<file path="config.mk">
export PLATFORM = sky130hd
export DESIGN_NAME = tsc_queue
export DESIGN_NICKNAME = d
export VERILOG_FILES = /design/src/rtl/transposed_slab_copy_address_gen_defines.svh /design/src/rtl/tsc_pkg.sv /design/src/rtl/tsc_queue.sv
export SDC_FILE = /design/constraint.sdc
export NUM_CORES = 1
export LEC_CHECK = 0
export ABC_AREA = 1
export BUFFER_PORTS_ARGS = -buffer_cell sky130_fd_sc_hd__buf_4
export CORE_MARGIN = 3
export CORE_UTILIZATION = 40
export CTS_BUF_LIST = sky130_fd_sc_hd__clkbuf_16
export DETAILED_ROUTE_END_ITERATION = 10
export GPL_ROUTABILITY_DRIVEN = 1
export PLACE_DENSITY = 0.61
export REMOVE_ABC_BUFFERS = 1
export SYNTH_ARGS = -nofsm -noshare
export SYNTH_HDL_FRONTEND = slang
export SYNTH_SLANG_ARGS = --single-unit
</file>
<file path="constraint.sdc">
create_clock -name clk -period 3.09 [get_ports clk]
set_input_delay 0.4635 -clock clk [delete_from_list [all_inputs] [get_ports clk]]
set_output_delay 0.4635 -clock clk [all_outputs]
set_load 0.01 [all_outputs]
</file>
<file path="src/rtl/transposed_slab_copy_address_gen_defines.svh">
// Assertion macros used by the top-level file.
`ifndef TRANSPOSED_SLAB_COPY_ADDRESS_GEN_DEFINES_SVH
`define TRANSPOSED_SLAB_COPY_ADDRESS_GEN_DEFINES_SVH

// Same-cycle implication.
`define TSC_ASSERT_IMP(label, clk, rst_n, ante, cons) \
    label: assert property (@(posedge clk) disable iff (!rst_n) (ante) |-> (cons)) \
        else $error("assertion failed");

// Next-cycle implication.
`define TSC_ASSERT_NXT(label, clk, rst_n, ante, cons) \
    label: assert property (@(posedge clk) disable iff (!rst_n) (ante) |=> (cons)) \
        else $error("assertion failed");

`endif

</file>
<file path="src/rtl/tsc_pkg.sv">
package tsc_pkg;

    localparam int MAX_DIMS   = 4;
    localparam int DIM_WIDTH  = 16;
    localparam int LEVEL_W    = $clog2(MAX_DIMS);
    localparam int DATA_W     = 64;
    localparam int OFFSET_W   = 32;
    localparam int STATUS_W   = 2;

    localparam int CFG_DATA_W = 64;
    localparam int CFG_ADDR_W = 6;
    localparam int REG_LSB    = 3;
    localparam int REG_IDX_W  = CFG_ADDR_W - REG_LSB;

    localparam int RANK_W     = 3;
    localparam int ORDER_W    = MAX_DIMS * LEVEL_W;
    localparam int EB_W       = 4;
    localparam int EB_MAX     = 8;

    localparam logic [REG_IDX_W-1:0] REG_RANK         = 3'd0;
    localparam logic [REG_IDX_W-1:0] REG_DIM_ORDER    = 3'd1;
    localparam logic [REG_IDX_W-1:0] REG_DEST_SIZES   = 3'd2;
    localparam logic [REG_IDX_W-1:0] REG_SLAB_SIZES   = 3'd3;
    localparam logic [REG_IDX_W-1:0] REG_SLAB_OFFSETS = 3'd4;
    localparam logic [REG_IDX_W-1:0] REG_ELEM_BYTES   = 3'd5;

    localparam logic [STATUS_W-1:0] STATUS_OK        = 2'd0;
    localparam logic [STATUS_W-1:0] STATUS_MISFIT    = 2'd1;
    localparam logic [STATUS_W-1:0] STATUS_TOO_LARGE = 2'd2;

    localparam int QUEUE_DEPTH = 4;
    localparam int QPTR_W      = $clog2(QUEUE_DEPTH);
    localparam int QCNT_W      = $clog2(QUEUE_DEPTH + 1);

    typedef logic [DIM_WIDTH-1:0] dim_t;

    typedef struct packed {
        logic [DATA_W-1:0]  data;
        logic               last;
        logic [LEVEL_W-1:0] level;
    } item_t;

    typedef struct packed {
        logic busy;
        logic restart;
    } setup_ctl_t;

endpackage

</file>
<file path="src/rtl/tsc_queue.sv">
module tsc_queue import tsc_pkg::*; (
    input  logic   clk,
    input  logic   rst_n,
    input  logic   push,
    input  item_t  push_item,
    input  logic   pop,
    output item_t  head,
    output logic   full,
    output logic   avail
);

    item_t               mem_reg [QUEUE_DEPTH];
    logic [QPTR_W-1:0]   wr_ptr_reg;
    logic [QPTR_W-1:0]   rd_ptr_reg;
    logic [QCNT_W-1:0]   count_reg;

    assign full  = count_reg == QCNT_W'(QUEUE_DEPTH);
    assign avail = count_reg != '0;
    assign head  = mem_reg[rd_ptr_reg];

    always_ff @(posedge clk)
    begin
        if (push)
        begin
            mem_reg[wr_ptr_reg] <= push_item;
        end
    end

    always_ff @(posedge clk or negedge rst_n)
    begin
        if (!rst_n)
        begin
            wr_ptr_reg <= '0;
            rd_ptr_reg <= '0;
            count_reg  <= '0;
        end
        else
        begin
            if (push)
            begin
                wr_ptr_reg <= wr_ptr_reg + QPTR_W'(1);
            end
            if (pop)
            begin
                rd_ptr_reg <= rd_ptr_reg + QPTR_W'(1);
            end
            if (push && !pop)
            begin
                count_reg <= count_reg + QCNT_W'(1);
            end
            else if (pop && !push)
            begin
                count_reg <= count_reg - QCNT_W'(1);
            end
        end
    end

endmodule

</file>
# Word level (Yosys, flattened, before mapping)

Memory sizes are Yosys's and may differ from the RTL's.
Index checks and enable logic that the tools add are counted.

Logic and storage cells: 19
Memories kept: 1
Input port bits: 71
Register bits: 7
RAM bits: 268
Output and inout port bits: 69

Eq/ne operators: 1
Multiplexer cells: 4
$add $sub $neg: 4
Reduce and logical (&&, ||, !) cells: 6

Memory list:

| memory  | depth | bits a word | read ports | clocked after memory_dff | wr ports | RTL line        | RTL |
|---|---|---|---|---|---|---|---|
| mem_reg | 4     | 67          | 1          | 0                        | 1        | tsc_queue.sv:12 | `item_t mem_reg [QUEUE_DEPTH];` |

Operator list:

| kind                                                               | number |
|---|---|
| 3-bit 2-to-1 mux                                                   | 2 |
| 2-bit by 1-bit adder with 2-bit output, second input constant      | 2 |
| 3-bit by 1-bit adder with 3-bit output, second input constant      | 1 |
| 3-bit == test, second input constant                               | 1 |
| 3-bit nonzero test                                                 | 1 |
| 3-bit by 1-bit subtractor with 3-bit output, second input constant | 1 |
| 1-bit logical AND                                                  | 2 |
| 1-bit logical NOT                                                  | 2 |
| 1-bit 2-to-1 mux                                                   | 2 |
| 2-bit nonzero test                                                 | 1 |

# Depth between registers and ports, before layout

Depth in word-level cells: 4
Gate-level depth with buffers: 9
Gate-level depth less buffers: 9

# Least setup slack after synthesis

No wires, ideal clock.

Path kind: in2reg
From: input port push
To: memory mem_reg[0][0] (netlist bit), enable pin
Required time: 2669 ps
Arrival time: 2061 ps
Setup time: 421 ps
Stages: 3
Setup slack: 608 ps
Buffers on the path: 1
Cell sequence: clkbuf_1 > nand2_1 > inv_1

Cells in the longest elaborated chain, start to end: 2

Ends and longest elaborated chain:

| what                                   | RTL line        | RTL |
|---|---|---|
| start: declaration                     | tsc_queue.sv:4  | `input logic push,` |
| 1-bit 2-to-1 mux                       | tsc_queue.sv:23 | `if (push)` |
| 1-bit 2-to-1 mux (implied by the code) | tsc_queue.sv:25 | `mem_reg[wr_ptr_reg] <= push_item;` |
| end: declaration                       | tsc_queue.sv:12 |  |

Every way passes these cells.

==> flow_metrics.env <==
export IMPL_finalNetCount=1047
export IMPL_grt_busiest_layer="met2"
export IMPL_grtUsageMet1_pct=21.0
export IMPL_avgRoutedWirePerCell_um=16.7
export IMPL_cts_sinks=275
export IMPL_gp_congestion=0.708
export IMPL_synth_edf_count=268
export IMPL_synth_distinct_cells=20
export IMPL_critPathLaunchType="flip-flop"
export IMPL_vias=6393
export IMPL_syn_to_final_growth_pct=18.8
export IMPL_path_common_cell="nand2_1"
export IMPL_clk_pin_slew_ns=0.06
export IMPL_tritoncts="built"
export IMPL_power_switching_share_pct=34.8
export IMPL_ios=140
export IMPL_synth_area_top_cells="edfxtp_1, o211ai_2, nand2_1, inv_1, buf_6"
export IMPL_crit_required_ns=2.63
export IMPL_synth_compound_area_share_pct=12.8
export IMPL_layout_drive_gt1_share_pct=29.3
export IMPL_clkLatencyLatePin_ns=0.52
export IMPL_end_kind="primary output"
export IMPL_layout_min_cycle_time_ns=2.65
export IMPL_yosysWarningCount=0
export IMPL_synth_ff_type="edfxtp_1"
export IMPL_period_share_pct=85.7
export IMPL_powerDensity_mw_per_mm2=965
export IMPL_path_class="flip-flop to primary output"
export IMPL_rsz0062_at_grt="false"
export IMPL_drc=0
export IMPL_syn_cell_area_mm2=0.0116
export IMPL_place_ws_ns=0.980
export IMPL_hp_class="primary input to flip-flop"
export IMPL_pwr_share_seq_pct=39.0
export IMPL_numCtsBuffers=28
export IMPL_ys_ff_latch=275
export IMPL_pwr_share_comb_pct=37.8
export IMPL_synth_most_common_cell="edfxtp_1"
export IMPL_max_stage_delay_ns=0.81
export IMPL_cpLargestDelayFamily="flip-flops"
export IMPL_drt_iter0_markers=477
export IMPL_slew_headroom_pct=61.6
export IMPL_drv_cap=0
export IMPL_post_drt_via_cell_ratio=4.67
export IMPL_grt_pass1_wl_um=36000
export IMPL_grtUsageMet3_pct=3.29
export IMPL_initial_core_util_pct=41.2
export IMPL_synth_fa_ha_area_share_pct=0.710
export IMPL_fmax_mhz=378
export IMPL_p_leak_uw=0.00559
export IMPL_wl_um=22900
export IMPL_synth_top_area_share_pct=69.2
export IMPL_p_int_uw=8680
export IMPL_clockRootBuffer="clkbuf_16"
export IMPL_die_y_um=177
export IMPL_setup_viol=0
export IMPL_fillerInstances=2482
export IMPL_rows=61
export IMPL_status="finished clean"
export IMPL_grt_max_degree=68
export IMPL_synth_top_family_by_area="compound AO/OA/AOI/OAI gates"
export IMPL_ant_nets=0
export IMPL_cp_max_fo=64
export IMPL_synth_simple_gate_area_share_pct=7.11
export IMPL_drv_slew=0
export IMPL_io_buffers=139
export IMPL_fin_ws_ns=0.442
export IMPL_ctsResizeCount=0
export IMPL_dr_pass1_iters=6
export IMPL_arrival_ns=2.18
export IMPL_die_area_mm2=0.0312
export IMPL_htreeDepth=1
export IMPL_clkPwrFrac_pct=23.2
export IMPL_avgSynthCellArea_um2=14.0
export IMPL_synth_xor_area_share_pct=0.301
export IMPL_antenna_diode_count=0
export IMPL_use_met2_pct=22.6
export IMPL_grt_overflow_total=0
export IMPL_grt_pass1_vias=6464
export IMPL_seq_area_frac_synth_pct=70.7
export IMPL_crit_chain="buf_12 > nand2_1 > o211ai_2 > nand2_1 > buf_4"
export IMPL_vdd_drop_max_mv=0.817
export IMPL_cts_buffer_depth=3
export IMPL_die_w_um=177
export IMPL_worst_slew_pin_slew_ns=0.577
export IMPL_grt_use_total_pct=14.6
export IMPL_largest_reg_flops=268
export IMPL_synth_commonest_cells="edfxtp_1, nand2_1, inv_1"
export IMPL_place_hpwl_um=14000
export IMPL_core_region_area_mm2=0.0282
export IMPL_finalCoreUtilization_pct=48.9
export IMPL_fin_skew_ns=0.00834
export IMPL_synth_cells=831
export IMPL_async_flop_share_pct=2.55
export IMPL_switchingPower_uw=4640
export IMPL_synth_largest_area_cell="edfxtp_1"
export IMPL_critPathBufInv=2
export IMPL_synthMuxAreaShare_pct=0
export IMPL_crit_slowest_cell="dfrtp_4"
export IMPL_hold_viol=0
export IMPL_antenna_found_initial=0
[power groups by stage]
stage	clock network (µW)	logic (µW)	registers (µW)
after floorplan	0	2150	5550
after global placement	0	5120	5260
after detailed placement	0	5150	5280
after CTS	3180	5170	5210
after global routing	3350	5570	5270
final	3090	5030	5200
[worst reg2reg max path: cells and delay by family, from the launching register on]
kind / cells / cell delay (ns)
adders and majority gates: 1 / 0.15
buffers and inverters: 3 / 0.88
and+or+nand+nor: 1 / 0.06
DFF: 1 / 0.42
[metal layers]
layer / share of wire (%) / routed length [µm]
met5: 0 / 0
met4: 1.8 / 403
met3: 7.5 / 1720
met2: 45 / 10400
met1: 45 / 10400
[cell families after synthesis]
logic type	Yosys count
AOI/OAI and AO/OA	135
xor gates and xnor gates	4
buffers and inverters	192
adders and majority gates	6
DFF	275
and+or+nand+nor	219
[area by class of cell]
class | count | area (µm²) | area share [%]
clock buffers | 29 | 726 | 5.25
clock inverters | 23 | 121 | 0.878
inverters | 146 | 556 | 4.02
multi-input cells | 364 | 2430 | 17.6
flip-flops and latches | 275 | 8230 | 59.6
well taps | 378 | 473 | 3.42
repair buffers | 155 | 1280 | 9.26
[placed cells by master, fill, tap and decap left out, types with 5 or more instances in the layout]
| cell | instances |
|---|---|
| buf_12 | 9 |
| buf_4 | 145 |
| clkbuf_16 | 29 |
| clkinv_1 | 12 |
| clkinv_2 | 8 |
| dfrtp_1 | 5 |
| edfxtp_1 | 268 |
| ha_1 | 5 |
| inv_1 | 146 |
| nand2_1 | 215 |
| o211ai_1 | 39 |
| o211ai_2 | 95 |
[path summary, 6_finish.rpt]
| check | from | to | slack [ns] | cells past startpoint |
|---|---|---|---|---|
| setup / recovery | rd_ptr_reg[0] | head[38] | 0.44 | 5 |
| hold / removal | push_item[12] | mem_reg[1][12] | 0.14 | 1 |
| setup reg to reg | wr_ptr_reg[0] | mem_reg[0][35] | 1.21 | 5 |
| hold reg to reg | count_reg[2] | count_reg[2] | 0.48 | 2 |
| max in group asynchronous | rst_n | rd_ptr_reg[0] | 2.64 | 2 |
| min in group asynchronous | rst_n | count_reg[0] | 0.30 | 2 |
[through the flow]
stage	total power, µW	hold WS (ns)	instances	cell area [µm²]	setup TNS [ns]
final	13300	0.136	1370	13800	0
after global routing	14200	0.114	1370	13800	0
after CTS	13600	0.113	1370	13800	0
after detailed placement	10400	0.290	1317	13000	0
after global placement	10400	0.289	1317	13000	0
after floorplan	7700	0.168	785	11200	-243.13
[repair_timing]
action,CTS,global route
hold endpoints to repair,7,0
hold buffers,1,0
setup buffers,0,0
No activity file was read; power rests on OpenSTA's default activity.
