===== src/rtl/transposed_slab_copy_address_gen_defines.svh =====
// Assertion macros used by the top-level file.
`ifndef TRANSPOSED_SLAB_COPY_ADDRESS_GEN_DEFINES_SVH
`define TRANSPOSED_SLAB_COPY_ADDRESS_GEN_DEFINES_SVH

// Same-cycle implication.
`define TSC_ASSERT_IMP(label, clk, rst_n, ante, cons) \
    label: assert property (@(posedge clk) disable iff (!rst_n) (ante) |-> (cons)) \
        else $error("assertion failed");

// Next-cycle implication.
`define TSC_ASSERT_NXT(label, clk, rst_n, ante, cons) \
    label: assert property (@(posedge clk) disable iff (!rst_n) (ante) |=> (cons)) \
        else $error("assertion failed");

`endif


===== src/rtl/tsc_pkg.sv =====
package tsc_pkg;

    localparam int MAX_DIMS   = 4;
    localparam int DIM_WIDTH  = 16;
    localparam int LEVEL_W    = $clog2(MAX_DIMS);
    localparam int DATA_W     = 64;
    localparam int OFFSET_W   = 32;
    localparam int STATUS_W   = 2;

    localparam int CFG_DATA_W = 64;
    localparam int CFG_ADDR_W = 6;
    localparam int REG_LSB    = 3;
    localparam int REG_IDX_W  = CFG_ADDR_W - REG_LSB;

    localparam int RANK_W     = 3;
    localparam int ORDER_W    = MAX_DIMS * LEVEL_W;
    localparam int EB_W       = 4;
    localparam int EB_MAX     = 8;

    localparam logic [REG_IDX_W-1:0] REG_RANK         = 3'd0;
    localparam logic [REG_IDX_W-1:0] REG_DIM_ORDER    = 3'd1;
    localparam logic [REG_IDX_W-1:0] REG_DEST_SIZES   = 3'd2;
    localparam logic [REG_IDX_W-1:0] REG_SLAB_SIZES   = 3'd3;
    localparam logic [REG_IDX_W-1:0] REG_SLAB_OFFSETS = 3'd4;
    localparam logic [REG_IDX_W-1:0] REG_ELEM_BYTES   = 3'd5;

    localparam logic [STATUS_W-1:0] STATUS_OK        = 2'd0;
    localparam logic [STATUS_W-1:0] STATUS_MISFIT    = 2'd1;
    localparam logic [STATUS_W-1:0] STATUS_TOO_LARGE = 2'd2;

    localparam int QUEUE_DEPTH = 4;
    localparam int QPTR_W      = $clog2(QUEUE_DEPTH);
    localparam int QCNT_W      = $clog2(QUEUE_DEPTH + 1);

    typedef logic [DIM_WIDTH-1:0] dim_t;

    typedef struct packed {
        logic [DATA_W-1:0]  data;
        logic               last;
        logic [LEVEL_W-1:0] level;
    } item_t;

    typedef struct packed {
        logic busy;
        logic restart;
    } setup_ctl_t;

endpackage


===== src/rtl/tsc_front.sv =====
module tsc_front import tsc_pkg::*; (
    input  logic                 clk,
    input  logic                 rst_n,
    input  setup_ctl_t           ctl,
    input  dim_t [MAX_DIMS-1:0]  len_m1,
    input  logic                 in_valid,
    output logic                 in_stall,
    input  logic [DATA_W-1:0]    elem_data,
    input  logic                 q_full,
    output logic                 q_push,
    output item_t                q_item
);

    dim_t                 cnt_reg [MAX_DIMS];
    logic [MAX_DIMS-1:0]  at_end;
    logic                 is_last;
    logic [LEVEL_W-1:0]   level;

    always_comb
    begin
        level = '0;
        for (int s = 0; s < MAX_DIMS; s++)
        begin
            at_end[s] = cnt_reg[s] == len_m1[s];
        end
        for (int s = MAX_DIMS - 1; s >= 0; s--)
        begin
            if (!at_end[s])
            begin
                level = LEVEL_W'(s);
            end
        end
        is_last = &at_end;
    end

    assign in_stall     = ctl.busy || q_full;
    assign q_push       = in_valid && !in_stall;
    assign q_item.data  = elem_data;
    assign q_item.last  = is_last;
    assign q_item.level = level;

    // Advance the source counters; the lowest dimension not at its end carries.
    always_ff @(posedge clk or negedge rst_n)
    begin
        if (!rst_n)
        begin
            for (int s = 0; s < MAX_DIMS; s++)
            begin
                cnt_reg[s] <= '0;
            end
        end
        else if (ctl.restart)
        begin
            for (int s = 0; s < MAX_DIMS; s++)
            begin
                cnt_reg[s] <= '0;
            end
        end
        else if (q_push)
        begin
            for (int s = 0; s < MAX_DIMS; s++)
            begin
                if (is_last || (LEVEL_W'(s) < level))
                begin
                    cnt_reg[s] <= '0;
                end
                else if (LEVEL_W'(s) == level)
                begin
                    cnt_reg[s] <= cnt_reg[s] + dim_t'(1);
                end
            end
        end
    end

endmodule


===== config.mk =====
export PLATFORM = sky130hd
export DESIGN_NAME = tsc_front
export DESIGN_NICKNAME = d
export VERILOG_FILES = /design/src/rtl/transposed_slab_copy_address_gen_defines.svh /design/src/rtl/tsc_pkg.sv /design/src/rtl/tsc_front.sv
export SDC_FILE = /design/constraint.sdc
export NUM_CORES = 1
export LEC_CHECK = 0
export ABC_AREA = 1
export BUFFER_PORTS_ARGS = -buffer_cell sky130_fd_sc_hd__buf_4
export CAP_MARGIN = 20
export CORE_MARGIN = 8
export CORE_UTILIZATION = 40
export CTS_BUF_LIST = sky130_fd_sc_hd__clkbuf_4
export DETAILED_ROUTE_END_ITERATION = 8
export GPL_ROUTABILITY_DRIVEN = 0
export PLACE_DENSITY = 0.68
export SYNTH_ARGS = -nofsm -noshare
export SYNTH_HDL_FRONTEND = slang
export SYNTH_SLANG_ARGS = --single-unit

===== constraint.sdc =====
create_clock -name clk -period 2.3 [get_ports clk]
set_input_delay 0.345 -clock clk [delete_from_list [all_inputs] [get_ports clk]]
set_output_delay 0.345 -clock clk [all_outputs]
set_load 0.005 [all_outputs]

# --- Yosys cells after proc, flatten, opt, wreduce, memory -nomap -nowiden ---
# Cells that the tools add are included.
word_totals:
  reg_bits: 64
  out_inout_bits: 69
classes:
  add_sub_neg: 4
  n_lt_le_gt_ge: 4
  n_eq_ne: 7
  mux: 14
  reduce_logical: 18
ops:
  columns: ["cell", "n"]
  rows:
  - ["two-way mux 16 bit", 8]
  - ["two-way mux 64 bit", 2]
  - ["adder 16 x 1 -> 16 bit (second input constant)", 4]
  - ["equality test 16 bit", 4]
  - ["nonzero test 3 bit", 4]
  - ["two-way mux 2 bit", 4]
  - ["AND reduction 2 bit", 4]
  - ["logical OR 1 bit", 5]
  - ["equality test 2 bit (first input constant)", 2]
  - ["< comparator 1 x 2 -> 1 bit (first input constant)", 2]
  - ["< comparator 2 bit (first input constant)", 2]
  - ["AND reduction 4 bit", 1]
  - ["equality test 1 x 2 -> 1 bit (first input constant)", 1]
  - ["logical NOT 2 bit", 1]
  - ["nonzero test 2 bit", 1]
  - ["logical AND 1 bit", 1]
  - ["logical NOT 1 bit", 1]

# --- Logic depth before layout (Yosys ltp) ---
depth:
  depth_word: 10
  ltp_mapped: 16

# --- Worst setup path after synthesis ---
# Ideal clock, no wire load.
synth_timing:
  path_type: "reg-to-output"
  from: "reg cnt_reg[44] (netlist name)"
  to: "out q_item[2] (netlist name)"
  arrival_ns: 1.442
  setup_slack_ns: 0.513
  path_stages_with_launch: 10
  n_path_buf: 2
  path_cell_list: "dfrtp_1 -> buf_2 -> xnor2_1 -> nand2_1 -> nor2_1 -> nand2_1 -> nor2_1 -> nand2_2 -> nor2_2 -> buf_4"
synth_between:
  elab_chain_len: 2
synth_rtl:
  columns: ["element", "line", "text"]
  rows:
  - ["from (decl)", "tsc_front.sv:14", "dim_t cnt_reg [MAX_DIMS];"]
  - ["from (signal, indexed assignment)", "tsc_front.sv:69", "cnt_reg[s] <= cnt_reg[s] + dim_t'(1);"]
  - ["equality test 16 bit", "tsc_front.sv:24", "at_end[s] = cnt_reg[s] == len_m1[s];"]
  - ["AND reduction 4 bit", "tsc_front.sv:33", "is_last = &at_end;"]
  - ["to (decl)", "tsc_front.sv:11", "output item_t q_item"]
# Every way passes these cells.

==> metrics.md <==
| Metric | Value |
|---|---|
| Setup slack of the critical path after layout | `-0.01332 ns` |
| Placed Cells incl. Taps | `1131` |
| Flip-flop count of the largest register after layout | `64` |
| Element type at the critical path end | `primary output` |
| Pwr/cell area | `386.2 nW/um^2` |
| Minimum setup slack among reg-to-reg paths | `0.17 ns` |
| Fill cell instance count of the final layout | `1527` |
| Distinct cell type count of the synthesized netlist | `39` |
| Data required, critical path | `1.96 ns` |
| Number of setup violations in the final report | `1` |
| Slew of the pin with the lowest slew margin | `0.8654 ns` |
| R2R Path End | `cnt_reg[11]` |
| Syn avg cell area | `6.291 um^2` |
| Most used DFF post-synth | `sky130_fd_sc_hd__dfrtp_1` |
| Netlist Area Pre-Place | `5907 um^2` |
| Worst Skew | `0.01992 ns` |
| Number of antenna violations at the first check in global routing | `1` |
| Fraction of layout cells with a size suffix above 1 | `24.58%` |
| Initial DRT Pass Iterations | `5` |
| Final hold violation count | `0` |
| Result of the run | `finished, violations left` |
| Core area | `14480 um^2` |
| Total of flip-flops plus latches after synthesis | `64` |
| Count of clock tree sinks | `64` |
| Via count of the first global-routing pass | `5177` |
| Max Fanout on Critical Path | `3` |
| Final Slew Violations | `0` |
| Die ar. | `18910 um^2` |
| I/O pin count | `203` |
| Detailed-route vias per instance | `4.762` |
| Die height | `137.5 um` |
| Worst skew pair latency | `0.43 ns` |
| Slowest stage cell on the critical path | `sky130_fd_sc_hd__dfrtp_1` |
| Clk buf depth | `2` |
| Maximum clock frequency | `432.3 MHz` |
| Data arrival time of the critical path | `1.97 ns` |
| Final min period | `2.313 ns` |
| Post-DP HPWL | `11.26 mm` |
| Total detailed-routing wirelength | `14.89 mm` |
| Post-route DRC | `0` |
| Starting utilization of the core area | `40.80%` |
| Largest net degree at the start of global routing | `65` |
| Clock input transition at the sequential cells of the worst setup and hold paths | `0.11 ns` |
| Cells after Synth | `939` |
| Maximum vdd ir drop | `226.9 uV` |
| Total number of vias | `5671` |
| Max-cap check violation count | `0` |
| Fraction of registers with async set/reset | `100.0%` |
| Net count, final | `1138` |
| Most frequent cells in the layout | `sky130_fd_sc_hd__nand2_1, sky130_fd_sc_hd__buf_4, sky130_fd_sc_hd__inv_1, sky130_fd_sc_hd__nor2_1, sky130_fd_sc_hd__dfrtp_1` |
| Largest incremental delay on the critical path | `0.41 ns` |
| CP startpoint kind | `register` |
| Sequential-to-total area share from yosys stat | `27.11%` |
| Type of the worst setup path | `register to primary output` |
| Number of non-filler instances in the completed layout | `1191` |
| Hold Path Class | `primary input to asynchronous set/reset pin` |
| Post-layout utilization of the core | `47.51%` |
| First element of the critical path | `cnt_reg[7]` |
| Post-route clock period utilization | `100.6%` |
| Floorplan die width | `137.5 um` |
| Routed length per placed instance | `12.50 um` |
| Ordered list of cells on the worst path | `buf_6 -> nand2_2 -> nand2_2 -> nor2_2 -> nand2_1 -> nor2_2 -> nand2_2 -> inv_4 -> nor2_4 -> nor2_2 -> nor2_2 -> buf_4` |
| Depth of the most critical reg-to-reg path | `17` |
| Launch point of the worst reg-to-reg path | `cnt_reg[7]` |
| Number of enable flip-flop cells after synthesis | `0` |
| TritonCTS clock tree | `built` |
| Layout overhead on the synthesized area | `16.46%` |
| Final global-route overflow total | `0` |
| Number of H-tree branching levels | `3` |
| Number of buffers added by the clock tree synthesis step | `9` |
| Remaining max-slew budget at the tightest pin | `42.31%` |
| Total nets after synthesis | `1077` |
| YS warnings | `0` |
| Overall global routing resource usage | `15.90%` |
| Violated checks | `setup timing` |
| Leakage Power | `3.586 nW` |
| Cell with the most instances on the worst path | `sky130_fd_sc_hd__nor2_2` |
| Remaining antenna violation count | `0` |
| Unrepaired setup endpoints after global routing | `yes` |
| Count of buffers inserted at the top-level ports | `74` |
| Cell Rows | `44` |
| Global-route wire length before repair | `24.07 mm` |
| Clock Tree Root | `sky130_fd_sc_hd__clkbuf_4` |
| Count of routing violations after the opening detailed-route iteration | `354` |
| Worst Hold Margin | `0.01270 ns` |
| Most common cell after layout, fill and taps aside | `sky130_fd_sc_hd__nand2_1` |
-- metrics by stage --
stage / cell area [um^2] / setup slack [ns] / TNS, ns / power [mW]
6_report: 6879 / -0.01332 / -0.01332 / 2.657
5_1_grt: 6879 / -0.1422 / -0.2722 / 2.814
4_1_cts: 6583 / -0.004928 / -0.004928 / 2.654
3_5_place_dp: 6241 / 0.1616 / 0 / 1.729
3_3_place_gp: 6241 / 0.1635 / 0 / 1.720
2_1_floorplan: 5907 / 0.5134 / 0 / 1.602
-- power by group --
part | switching [mW] | internal [mW]
Combinational | 0.311 | 0.259
Sequential | 0.0372 | 1.16
Clock | 0.417 | 0.473
-- metal layers --
metal  wire (um)  share of wire, %  global-route usage [%]  vias up
met5           0                 0                       0        -
met4         211               1.4                   5.794        0
met3         733               4.9                   2.735       16
met2        7180                48                   26.81      109
met1        6763                45                   19.89     2602
li1            -                 -                       -     2944
-- layout make-up --
| cell class | instances | area [um^2] | area share, % |
|---|---|---|---|
| Timing Repair Buffer | 138 | 1077 | 15.66 |
| Antenna cell | 2 | 5.005 | 0.07275 |
| Inverter | 147 | 554.3 | 8.057 |
| Clock inverter | 4 | 68.82 | 1.000 |
| Sequential cell | 64 | 1619 | 23.54 |
| Multi-Input combinational cell | 640 | 3234 | 47.02 |
| Clock buffer | 12 | 90.09 | 1.310 |
| Tap cell | 184 | 230.2 | 3.347 |
-- cells by family after synthesis --
kind of cell,count (synthesis),synth area share [%]
and+or+nand+nor,528,38.23
adders and majority gates,4,0.8473
AOI/OAI and AO/OA,60,6.694
xor gates and xnor gates,48,7.117
buffers and inverters,235,20.00
DFF,64,27.11
-- critical path, delay by kind of cell (launching register included) --
kind | cells | cell delay, ns
flip-flops | 1 | 0.41
AND/OR/NAND/NOR | 9 | 0.76
buffers and inverters | 3 | 0.36
-- Yosys cell counts (4+ instances only) --
master	instances	area share [%]
sky130_fd_sc_hd__a21oi_1	13	1.1
sky130_fd_sc_hd__buf_2	8	0.68
sky130_fd_sc_hd__buf_4	66	8.4
sky130_fd_sc_hd__buf_6	5	0.95
sky130_fd_sc_hd__clkbuf_1	5	0.32
sky130_fd_sc_hd__dfrtp_1	64	27
sky130_fd_sc_hd__ha_1	4	0.85
sky130_fd_sc_hd__inv_1	138	8.8
sky130_fd_sc_hd__inv_2	8	0.51
sky130_fd_sc_hd__nand2_1	279	18
sky130_fd_sc_hd__nand2_2	14	1.5
sky130_fd_sc_hd__nand3_1	42	3.6
sky130_fd_sc_hd__nand4_1	27	2.9
sky130_fd_sc_hd__nor2_1	122	7.8
sky130_fd_sc_hd__nor3_1	29	2.5
sky130_fd_sc_hd__o21a_1	5	0.64
sky130_fd_sc_hd__o21ai_0	14	1.2
sky130_fd_sc_hd__o21ai_2	16	2.4
sky130_fd_sc_hd__xnor2_1	22	3.3
sky130_fd_sc_hd__xor2_1	26	3.9
-- how the worst max path moves through the flow --
stage / to / slack, ns / cells after the start
final: q_item[0] / -0.01 / 12
after global routing: q_item[0] / -0.14 / 12
after CTS: q_item[1] / -0.005 / 10
after detailed placement: cnt_reg[3] / 0.16 / 13
after global placement: cnt_reg[2] / 0.16 / 13
after floorplan: q_item[2] / 0.51 / 9
-- what timing repair did --
action | 4_1_cts | 5_1_grt
cloned | 0 | 1
pin swaps | 4 | 15
endpoints found under the setup margin | 3 | 20
endpoints found under the hold margin | 0 | 0
resized for setup | 27 | 32
hold buffers | 0 | 0
setup buffers | 16 | 25
(Power assumes the default switching activity.)
