==> config.mk <==
export PLATFORM = sky130hd
export DESIGN_NAME = tsc_setup
export DESIGN_NICKNAME = d
export VERILOG_FILES = /design/src/rtl/transposed_slab_copy_address_gen_defines.svh /design/src/rtl/tsc_pkg.sv /design/src/rtl/tsc_setup.sv
export SDC_FILE = /design/constraint.sdc
export NUM_CORES = 2
export LEC_CHECK = 0
export ABC_AREA = 1
export BUFFER_PORTS_ARGS = -buffer_cell sky130_fd_sc_hd__buf_2
export CAP_MARGIN = 20
export CORE_MARGIN = 2
export CORE_UTILIZATION = 49
export CTS_CLUSTER_SIZE = 14
export DETAILED_ROUTE_END_ITERATION = 6
export GPL_TIMING_DRIVEN = 0
export PLACE_DENSITY = 0.68
export SLEW_MARGIN = 20
export SYNTH_ARGS = -nofsm -noshare
export SYNTH_HDL_FRONTEND = slang
export SYNTH_SLANG_ARGS = --single-unit
export TNS_END_PERCENT = 50
==> constraint.sdc <==
create_clock -name clk -period 7.7 [get_ports clk]
set_input_delay 0.77 -clock clk [delete_from_list [all_inputs] [get_ports clk]]
set_output_delay 0.77 -clock clk [all_outputs]
set_load 0.02 [all_outputs]
==> src/rtl/transposed_slab_copy_address_gen_defines.svh <==
// Assertion macros used by the top-level file.
`ifndef TRANSPOSED_SLAB_COPY_ADDRESS_GEN_DEFINES_SVH
`define TRANSPOSED_SLAB_COPY_ADDRESS_GEN_DEFINES_SVH

// Same-cycle implication.
`define TSC_ASSERT_IMP(label, clk, rst_n, ante, cons) \
    label: assert property (@(posedge clk) disable iff (!rst_n) (ante) |-> (cons)) \
        else $error("assertion failed");

// Next-cycle implication.
`define TSC_ASSERT_NXT(label, clk, rst_n, ante, cons) \
    label: assert property (@(posedge clk) disable iff (!rst_n) (ante) |=> (cons)) \
        else $error("assertion failed");

`endif

==> src/rtl/tsc_pkg.sv <==
package tsc_pkg;

    localparam int MAX_DIMS   = 4;
    localparam int DIM_WIDTH  = 16;
    localparam int LEVEL_W    = $clog2(MAX_DIMS);
    localparam int DATA_W     = 64;
    localparam int OFFSET_W   = 32;
    localparam int STATUS_W   = 2;

    localparam int CFG_DATA_W = 64;
    localparam int CFG_ADDR_W = 6;
    localparam int REG_LSB    = 3;
    localparam int REG_IDX_W  = CFG_ADDR_W - REG_LSB;

    localparam int RANK_W     = 3;
    localparam int ORDER_W    = MAX_DIMS * LEVEL_W;
    localparam int EB_W       = 4;
    localparam int EB_MAX     = 8;

    localparam logic [REG_IDX_W-1:0] REG_RANK         = 3'd0;
    localparam logic [REG_IDX_W-1:0] REG_DIM_ORDER    = 3'd1;
    localparam logic [REG_IDX_W-1:0] REG_DEST_SIZES   = 3'd2;
    localparam logic [REG_IDX_W-1:0] REG_SLAB_SIZES   = 3'd3;
    localparam logic [REG_IDX_W-1:0] REG_SLAB_OFFSETS = 3'd4;
    localparam logic [REG_IDX_W-1:0] REG_ELEM_BYTES   = 3'd5;

    localparam logic [STATUS_W-1:0] STATUS_OK        = 2'd0;
    localparam logic [STATUS_W-1:0] STATUS_MISFIT    = 2'd1;
    localparam logic [STATUS_W-1:0] STATUS_TOO_LARGE = 2'd2;

    localparam int QUEUE_DEPTH = 4;
    localparam int QPTR_W      = $clog2(QUEUE_DEPTH);
    localparam int QCNT_W      = $clog2(QUEUE_DEPTH + 1);

    typedef logic [DIM_WIDTH-1:0] dim_t;

    typedef struct packed {
        logic [DATA_W-1:0]  data;
        logic               last;
        logic [LEVEL_W-1:0] level;
    } item_t;

    typedef struct packed {
        logic busy;
        logic restart;
    } setup_ctl_t;

endpackage

==> src/rtl/tsc_setup.sv <==
module tsc_setup import tsc_pkg::*; #(
    parameter int ADDR_WIDTH = 32
) (
    input  logic                                  clk,
    input  logic                                  rst_n,
    input  logic                                  psel,
    input  logic                                  penable,
    input  logic                                  pwrite,
    input  logic [CFG_ADDR_W-1:0]                 paddr,
    input  logic [CFG_DATA_W-1:0]                 pwdata,
    output logic [CFG_DATA_W-1:0]                 prdata,
    output setup_ctl_t                            ctl,
    output dim_t [MAX_DIMS-1:0]                   len_m1,
    output logic [MAX_DIMS-1:0][ADDR_WIDTH-1:0]   strides,
    output logic [ADDR_WIDTH-1:0]                 start_addr,
    output logic [STATUS_W-1:0]                   cfg_status
);

    localparam int STEP_W  = $clog2(MAX_DIMS + 3);
    localparam logic [STEP_W-1:0] STEP_LOAD  = STEP_W'(0);
    localparam logic [STEP_W-1:0] STEP_FLUSH = STEP_W'(MAX_DIMS + 1);
    localparam logic [STEP_W-1:0] STEP_DONE  = STEP_W'(MAX_DIMS + 2);
    localparam int PROD_W  = ADDR_WIDTH + DIM_WIDTH;
    localparam int TOTAL_W = ADDR_WIDTH + 1;
    localparam int TPROD_W = TOTAL_W + DIM_WIDTH;
    localparam logic [TPROD_W-1:0] LIMIT = {{DIM_WIDTH{1'b0}}, 1'b1, {ADDR_WIDTH{1'b0}}};

    logic [RANK_W-1:0]            rank_reg;
    logic [ORDER_W-1:0]           order_reg;
    logic [CFG_DATA_W-1:0]        dest_sizes_reg;
    logic [CFG_DATA_W-1:0]        slab_sizes_reg;
    logic [CFG_DATA_W-1:0]        slab_offsets_reg;
    logic [EB_W-1:0]              eb_reg;

    logic                         busy_reg;
    logic [STEP_W-1:0]            step_reg;
    logic                         toolarge_reg;
    logic [STATUS_W-1:0]          status_reg;

    logic [ADDR_WIDTH-1:0]        stride_reg;
    logic [TOTAL_W-1:0]           total_reg;
    logic [ADDR_WIDTH-1:0]        term_reg;
    logic [ADDR_WIDTH-1:0]        start_reg;
    logic [ADDR_WIDTH-1:0]        strides_reg [MAX_DIMS];

    logic                         wr_en;
    logic                         wr_hit;
    logic [REG_IDX_W-1:0]         wr_idx;
    logic [RANK_W-1:0]            rank_eff;
    logic [EB_W-1:0]              eb_eff;
    logic [MAX_DIMS-1:0]          in_rank;
    dim_t                         slab_len [MAX_DIMS];
    dim_t                         offs [MAX_DIMS];
    dim_t                         dlen [MAX_DIMS];
    logic [LEVEL_W-1:0]           dsel [MAX_DIMS];
    logic                         misfit;

    logic                         dim_step;
    logic [LEVEL_W-1:0]           dim_idx;
    dim_t                         dlen_cur;
    logic [LEVEL_W-1:0]           dsel_cur;
    dim_t                         off_cur;
    logic [PROD_W-1:0]            stride_prod;
    logic [PROD_W-1:0]            term_prod;
    logic [TPROD_W-1:0]           total_prod;
    logic                         toolarge_next;
    logic [TOTAL_W-1:0]           total_next;
    logic [ADDR_WIDTH-1:0]        stride_next;

    assign wr_en  = psel && penable && pwrite;
    assign wr_idx = paddr[CFG_ADDR_W-1:REG_LSB];
    assign wr_hit = wr_en && (wr_idx <= REG_ELEM_BYTES);

    always_ff @(posedge clk or negedge rst_n)
    begin
        if (!rst_n)
        begin
            rank_reg         <= RANK_W'(1);
            order_reg        <= ORDER_W'(228);
            dest_sizes_reg   <= 64'h0001_0001_0001_0001;
            slab_sizes_reg   <= 64'h0001_0001_0001_0001;
            slab_offsets_reg <= '0;
            eb_reg           <= EB_W'(4);
        end
        else if (wr_en)
        begin
            unique case (wr_idx)
                REG_RANK:         rank_reg         <= pwdata[RANK_W-1:0];
                REG_DIM_ORDER:    order_reg        <= pwdata[ORDER_W-1:0];
                REG_DEST_SIZES:   dest_sizes_reg   <= pwdata;
                REG_SLAB_SIZES:   slab_sizes_reg   <= pwdata;
                REG_SLAB_OFFSETS: slab_offsets_reg <= pwdata;
                REG_ELEM_BYTES:   eb_reg           <= pwdata[EB_W-1:0];
                default:          ;
            endcase
        end
    end

    always_comb
    begin
        unique case (paddr[CFG_ADDR_W-1:REG_LSB])
            REG_RANK:         prdata = CFG_DATA_W'(rank_reg);
            REG_DIM_ORDER:    prdata = CFG_DATA_W'(order_reg);
            REG_DEST_SIZES:   prdata = dest_sizes_reg;
            REG_SLAB_SIZES:   prdata = slab_sizes_reg;
            REG_SLAB_OFFSETS: prdata = slab_offsets_reg;
            REG_ELEM_BYTES:   prdata = CFG_DATA_W'(eb_reg);
            default:          prdata = '0;
        endcase
    end

    // Clamp and unpack the configuration and flag a slab that does not fit its destination.
    always_comb
    begin
        rank_eff = (rank_reg > RANK_W'(MAX_DIMS)) ? RANK_W'(MAX_DIMS) : rank_reg;
        eb_eff   = (eb_reg == '0) ? EB_W'(1) :
                   ((eb_reg > EB_W'(EB_MAX)) ? EB_W'(EB_MAX) : eb_reg);
        for (int n = 0; n < MAX_DIMS; n++)
        begin
            in_rank[n]  = RANK_W'(n) < rank_eff;
            slab_len[n] = (!in_rank[n] || slab_sizes_reg[n*DIM_WIDTH +: DIM_WIDTH] == '0)
                          ? dim_t'(1) : slab_sizes_reg[n*DIM_WIDTH +: DIM_WIDTH];
            offs[n]     = in_rank[n] ? slab_offsets_reg[n*DIM_WIDTH +: DIM_WIDTH] : '0;
            dlen[n]     = in_rank[n] ? dest_sizes_reg[n*DIM_WIDTH +: DIM_WIDTH] : dim_t'(1);
            dsel[n]     = in_rank[n] ? order_reg[n*LEVEL_W +: LEVEL_W] : LEVEL_W'(n);
            len_m1[n]   = slab_len[n] - dim_t'(1);
        end
        misfit = 1'b0;
        for (int n = 0; n < MAX_DIMS; n++)
        begin
            if (in_rank[n] && (({1'b0, offs[dsel[n]]} + {1'b0, slab_len[dsel[n]]})
                               > {1'b0, dlen[n]}))
            begin
                misfit = 1'b1;
            end
        end
    end

    assign dim_step    = (step_reg != STEP_LOAD) && (step_reg < STEP_FLUSH);
    assign dim_idx     = LEVEL_W'(step_reg - STEP_W'(1));
    assign dlen_cur    = dlen[dim_idx];
    assign dsel_cur    = dsel[dim_idx];
    assign off_cur     = offs[dsel_cur];
    assign stride_prod = PROD_W'(stride_reg) * PROD_W'(dlen_cur);
    assign term_prod   = PROD_W'(stride_reg) * PROD_W'(off_cur);
    assign total_prod  = TPROD_W'(total_reg) * TPROD_W'(dlen_cur);
    assign stride_next = stride_prod[ADDR_WIDTH-1:0];

    always_comb
    begin
        toolarge_next = toolarge_reg || ((dlen_cur != '0) && (total_prod > LIMIT));
        if (dlen_cur == '0)
        begin
            total_next = '0;
        end
        else if (toolarge_next)
        begin
            total_next = total_reg;
        end
        else
        begin
            total_next = total_prod[TOTAL_W-1:0];
        end
    end

    always_ff @(posedge clk or negedge rst_n)
    begin
        if (!rst_n)
        begin
            busy_reg     <= 1'b1;
            step_reg     <= STEP_LOAD;
            toolarge_reg <= 1'b0;
            status_reg   <= STATUS_OK;
        end
        else if (wr_hit)
        begin
            busy_reg <= 1'b1;
            step_reg <= STEP_LOAD;
        end
        else if (busy_reg)
        begin
            if (step_reg == STEP_DONE)
            begin
                busy_reg   <= 1'b0;
                status_reg <= misfit ? STATUS_MISFIT :
                              (toolarge_reg ? STATUS_TOO_LARGE : STATUS_OK);
            end
            else
            begin
                step_reg <= step_reg + STEP_W'(1);
            end
            if (step_reg == STEP_LOAD)
            begin
                toolarge_reg <= 1'b0;
            end
            else if (dim_step)
            begin
                toolarge_reg <= toolarge_next;
            end
        end
    end

    always_ff @(posedge clk)
    begin
        if (step_reg == STEP_LOAD)
        begin
            stride_reg <= ADDR_WIDTH'(eb_eff);
            total_reg  <= TOTAL_W'(eb_eff);
            term_reg   <= '0;
            start_reg  <= '0;
            for (int s = 0; s < MAX_DIMS; s++)
            begin
                strides_reg[s] <= '0;
            end
        end
        else if (step_reg != STEP_DONE)
        begin
            start_reg <= start_reg + term_reg;
            if (dim_step)
            begin
                stride_reg <= stride_next;
                total_reg  <= total_next;
                term_reg   <= term_prod[ADDR_WIDTH-1:0];
                for (int s = 0; s < MAX_DIMS; s++)
                begin
                    if (LEVEL_W'(s) == dsel_cur)
                    begin
                        strides_reg[s] <= strides_reg[s] + stride_reg;
                    end
                end
            end
        end
    end

    always_comb
    begin
        for (int s = 0; s < MAX_DIMS; s++)
        begin
            strides[s] = strides_reg[s];
        end
    end

    assign start_addr  = start_reg;
    assign cfg_status  = status_reg;
    assign ctl.busy    = busy_reg;
    assign ctl.restart = busy_reg && (step_reg == STEP_DONE);

endmodule

# Word level (Yosys, flattened, before mapping)
# Memory sizes are Yosys's and may differ from the RTL's.
# Cells that the tools add are included.
# totals
regBits	343
ramBits	128
input_bits	75
out_inout_bits	292
word_cells	225
n_memories	1
# memory_table
memory	depth	word_bits	read_ports	rd_clocked_by_memory_dff	write_ports	line	source
strides_reg	4	32	4	0	4	tsc_setup.sv:44	logic [ADDR_WIDTH-1:0] strides_reg [MAX_DIMS];
# classes
addsub	15
n_mul	3
n_lt_le_gt_ge	19
eq_ne	13
muxes	101
bitwise_logic	11
reduce_logical	46
# op_table
cell	count
$mux 16	32
$pmux 64 s6	1
$bmux 16 s2	10
$add 32x32->32	5
$mux 32	4
$logic_not 16->1	5
$add 16x16->17	4
$gt 17x16->1	4
$mux 33	2
$mul 32x16->32	2
$sub 16x1->16 const B	4
$gt 49x33->1 const B	1
$mul 33x16->49	1
$mux 4	8
$mux 1	31
$ge 3x3->1 const B	6
$not 2->3	6
$reduce_and 2->1	9
$mux 2	8
$reduce_bool 16->1	1
$mux 3	4
$reduce_and 3->1	4
$logic_and 1x1->1	10
$eq 3x3->1 const B	3
other kinds (26)	43

# Depth between registers and ports, before layout
# depth
word_depth	17
depth_mapped	50
depth_no_buf	44

# Worst setup path after synthesis
# No wires, ideal clock.
# synth_timing
path_kind	reg-to-reg
start	register step_reg[0]
end	register total_reg[0], enable pin
setup_ps	347
t_arrival_ps	7755
required_ps	7353
setup_slack_ps	-402
path_stages_with_launch	43
path_buffers	6
period_less_slack_ps	8102
path_cell_list	dfrtp_1 -> inv_2 -> buf_2 -> buf_2 -> ha_1 -> buf_2 -> buf_2 -> o211ai_1 -> nand2_1 -> inv_2 -> clkbuf_1 -> clkbuf_1 -> nand2_1 -> fa_1 -> inv_1 -> fa_1 -> inv_1 -> fa_1 -> [... 7 more ...] -> nand2_1 -> nor2_1 -> inv_1 -> nor2_1 -> nand2_1 -> nor3_1 -> nand2_1 -> nand3_1 -> nand2_1 -> nand2_1 -> nand2_1 -> nor2_1 -> nand2_1 -> nor2_1 -> nand3_1 -> nand3_2 -> nand2_2 -> a31oi_1
# synth_between
elab_chain_cells	11
elab_cells_between_ends	20
cone_classes	add/sub (1); mul (1); order compare (2); eq/ne (2); mux (3); bitwise (1); reduce/logical (10)
# synth_rtl
item	line	source
start, declared	tsc_setup.sv:36	logic [STEP_W-1:0] step_reg;
start signal, assigned	tsc_setup.sv:190	step_reg <= step_reg + STEP_W'(1);
$sub 2x1->2	tsc_setup.sv:140	assign dim_idx = LEVEL_W'(step_reg - STEP_W'(1));
$not 2->3 (not written as such)	tsc_setup.sv:141	assign dlen_cur = dlen[dim_idx];
$bmux 16 s2	tsc_setup.sv:141	
$mux 16 (not written as such) (2 in a row)	tsc_setup.sv:141	
$mul 33x16->49	tsc_setup.sv:146	assign total_prod = TPROD_W'(total_reg) * TPROD_W'(dlen_cur);
$gt 49x33->1	tsc_setup.sv:151	toolarge_next = toolarge_reg || ((dlen_cur != '0) && (total_prod > LIMIT));
$logic_and 1x1->1	tsc_setup.sv:151	
$logic_or 1x1->1	tsc_setup.sv:151	
$ne 3x1->1 (no source line)	-	
$reduce_and 3->1 (no source line) *	-	
end signal, assigned	tsc_setup.sv:208	total_reg <= TOTAL_W'(eb_eff);
end signal, assigned	tsc_setup.sv:222	total_reg <= total_next;
end, declared	tsc_setup.sv:41	logic [TOTAL_W-1:0] total_reg;
# Mark *: on every way between the ends. The rest lies on a longest branch, timed or not. The select of a mux whose other input is x is not followed.
# A chain may end at the register's enable or synchronous reset.

# Worst setup path after layout
# layout_timing
start	register step_reg[0]
end	register total_reg[9]
# layout_between
elab_chain_cells	11
elab_cells_between_ends	20
cone_classes	add/sub (1); mul (1); order compare (2); eq/ne (2); mux (5); bitwise (1); reduce/logical (8)
# layout_rtl
item	line
$sub 2x1->2	tsc_setup.sv:140
$not 2->3 (not written as such)	tsc_setup.sv:141
$bmux 16 s2	tsc_setup.sv:141
$mux 16 (not written as such) (2 in a row)	tsc_setup.sv:141
$mul 33x16->49	tsc_setup.sv:146
$gt 49x33->1	tsc_setup.sv:151
$logic_and 1x1->1	tsc_setup.sv:151
$logic_or 1x1->1	tsc_setup.sv:151
$ne 2x1->1 (no source line)	-
$reduce_and 3->1 (no source line)	-
# Several ways; a longest one is shown, not always the timed one. The select of a mux whose other input is x is not followed.

==> impl_metrics.json <==
{
  "fill_cells": 15200,
  "slew_violations": 0,
  "vias": 79800,
  "cts_tree": "done",
  "drtAntennaViolNets": 0,
  "avgSynthCellArea_um2": 7.19,
  "seq_area_mm2": 0.0119,
  "violations": "negative setup slack",
  "r2r_cells": 40,
  "cts-buffers-inserted": 55,
  "gp_congestion": 1.10,
  "final.setup_skew_ns": 0.0332,
  "initial_core_util_pct": 49.4,
  "synth.distinct_cells": 67,
  "grt_pass1_wl_mm": 520,
  "insertion_delay_ns": 0.72,
  "maxCapViolCount": 0,
  "finalHoldViolations": 0,
  "ys_seq_area_share_pct": 15.2,
  "dieArea_mm2": 0.163,
  "final_nets": 13100,
  "cts_sinks": 471,
  "cp_common_cell": "nand2_1",
  "synth_edf_count": 136,
  "slew_headroom_pct": 18.6,
  "synth-seq-cells": 471,
  "first_pass_iters": 6,
  "io_pins": 367,
  "ys.warnings.count": 0,
  "fin_area_mm2": 0.0889,
  "portBuffers": 363,
  "drc": 0,
  "chipWidth_um": 404,
  "grt_pass1_vias": 77700,
  "worst_pin_slew_ns": 1.22,
  "htreeDepth": 2,
  "setup_viol": 67,
  "critical_path.max_fanout": 10,
  "crit_path_end_kind": "register",
  "drt-total-wl_mm": 364,
  "drive_above_1_share_pct": 11.4,
  "cp-start-kind": "register",
  "antenna_found_initial": 23,
  "period_share_pct": 117,
  "tns_ns": -56.43,
  "post-dp-hpwl_mm": 299,
  "rrSetupSlack_ns": -1.29,
  "fin_ws_ns": -1.29,
  "synth_area_leaders": "fa_1 (27%), nand2_1 (13%), inv_1 (10%)",
  "syn_to_final_growth_pct": 13.7,
  "grt_util_all_layers_pct": 43.9,
  "core_mm2": 0.158,
  "syn_nets": 12500,
  "rows": 146,
  "synth_most_common_cell": "nand2_1",
  "worstPathArrival_ns": 9.64,
  "wl_per_cell_um": 26.9,
  "place_area_mm2": 0.0829,
  "reg2reg_from": "step_reg[0]",
  "slowest_delay_ns": 0.59,
  "worstHoldPathType": "input port to register",
  "finalNonFillerCells": 13600,
  "cp-startpoint": "step_reg[0]",
  "clk_pin_slew_worst_paths_ns": 0.06,
  "place_ws_ns": -3.89,
  "multi_input_area_mm2": 0.0588,
  "syn_inst": 10900,
  "critPathKind": "register to register",
  "synth_top_area_share_pct": 26.8,
  "drt_iter0_drc": 8844,
  "post-route-min-period_ns": 8.99,
  "largest_reg_flops": 128,
  "worstSetupEndpoint": "total_reg[9]",
  "critPathSlowestCell": "fa_1",
  "dieHeight_um": 404,
  "async_reset_ff_share_pct": 45.4,
  "status": "complete, but fails checks",
  "r2r-end": "total_reg[9]",
  "cp.required_ns": 8.35,
  "grt_overflow_total": 0,
  "cts_buffer_depth": 3,
  "via_per_inst": 5.89,
  "grt_max_degree": 97,
  "fmax_mhz": 111,
  "rsz0062_at_grt": "true",
  "cts-root-buf": "clkbuf_16",
  "synth.cell_area_mm2": 0.0782,
  "ys.flop_type": "dfrtp_1",
  "synth_top_cell_by_area": "fa_1",
  "dp_cells": 13300,
  "synth_common_cells": "nand2_1 (2668), inv_1 (2112), nor2_1 (1067), fa_1 (1049), o21ai_0 (757)"
}
-- layout make-up --
type	instances	share of cell area (%)
Inverter	2150	9.18
Buffer	445	2.74
Antenna cell	12	0.0338
Sequential cell	471	13.4
Timing Repair Buffer	486	3.44
Clock buffer	71	1.83
Multi-Input combinational cell	7814	66.1
Tap cell	2072	2.91
Clock inverter	32	0.442
-- cells in the final DEF (no fill, tap or decap), types with 71 or more instances in the layout --
cell type | Yosys | final
fa_1 | 1049 | 1027
nand3_1 | 266 | 252
o211ai_1 | 116 | 116
buf_2 | 22 | 385
dfrtp_1 | 199 | 197
clkbuf_1 | 346 | 275
buf_4 | 11 | 121
nand2_2 | 21 | 143
nand4_1 | 82 | 82
nor2_1 | 1067 | 1009
a21oi_1 | 587 | 548
xor2_1 | 143 | 141
dfxtp_1 | 121 | 121
clkbuf_16 | 0 | 71
inv_1 | 2112 | 2056
ha_1 | 541 | 503
edfxtp_1 | 136 | 136
nand2_4 | 8 | 77
o21ai_0 | 757 | 726
nand2_1 | 2668 | 2469
-- metal layers --
metal | vias to the layer above | global-route usage [%] | routed length [µm]
li1 | 34800 | - | -
met1 | 39000 | 56.1 | 138000
met2 | 4759 | 66.0 | 156000
met3 | 1212 | 10.8 | 39800
met4 | 6 | 29.3 | 29800
met5 | - | 0 | 50
-- stage by stage --
stage / utilization, % / hold slack, ns
2_1_floorplan: - / 0.445
3_3_place_gp: 52.2 / 0.465
3_5_place_dp: 52.3 / 0.472
4_1_cts: 54.8 / 0.269
5_1_grt: 56.2 / 0.330
6_report: 56.2 / 0.299
-- worst max-delay path: cells and delay by family (launching register included) --
kind,cells,cell delay (ns)
AOI/OAI and AO/OA,1,0.36
DFF,1,0.42
adders and majority gates,8,3.78
and+or+nand+nor,21,2.66
buffers and inverters,10,1.62
-- timing repair --
item / CTS / global route
hold buffers: 1 / 0
setup buffers: 51 / 55
hold endpoints to repair: 15 / 0
resized for setup: 441 / 522
gates cloned: 1 / 7
pin swaps: 50 / 221
setup endpoints to repair: 81 / 75
-- cells by family (layout without fill, tap and decap cells) --
group                    after synthesis  in the layout  synth area share, %
AND/OR/NAND/NOR                     4264           4264                 21.9
buffers and inverters               2600           3184                 12.7
AO/OA/AOI/OAI                       1752           1753                 12.4
adder cells (fa/ha/maj)             1590           1590                 35.5
flip-flops                           471            471                 15.2
XOR/XNOR                             207            207                 2.32
other                                  0             12                    0
-- worst min path at each step --
stage | slack [ns] | start | end | cells after the start
CTS | 0.27 | pwdata[0] | eb_reg[0] | 3
global route | 0.33 | pwdata[2] | rank_reg[2] | 3
global placement | 0.46 | term_reg[3] | term_reg[3] | 2
finish | 0.30 | pwdata[0] | eb_reg[0] | 3
floorplan | 0.44 | term_reg[2] | term_reg[2] | 2
detailed placement | 0.47 | term_reg[7] | term_reg[7] | 2
Power is not shown: default switching activity piles up to over one toggle a cycle in this logic, so the estimate is an artifact.
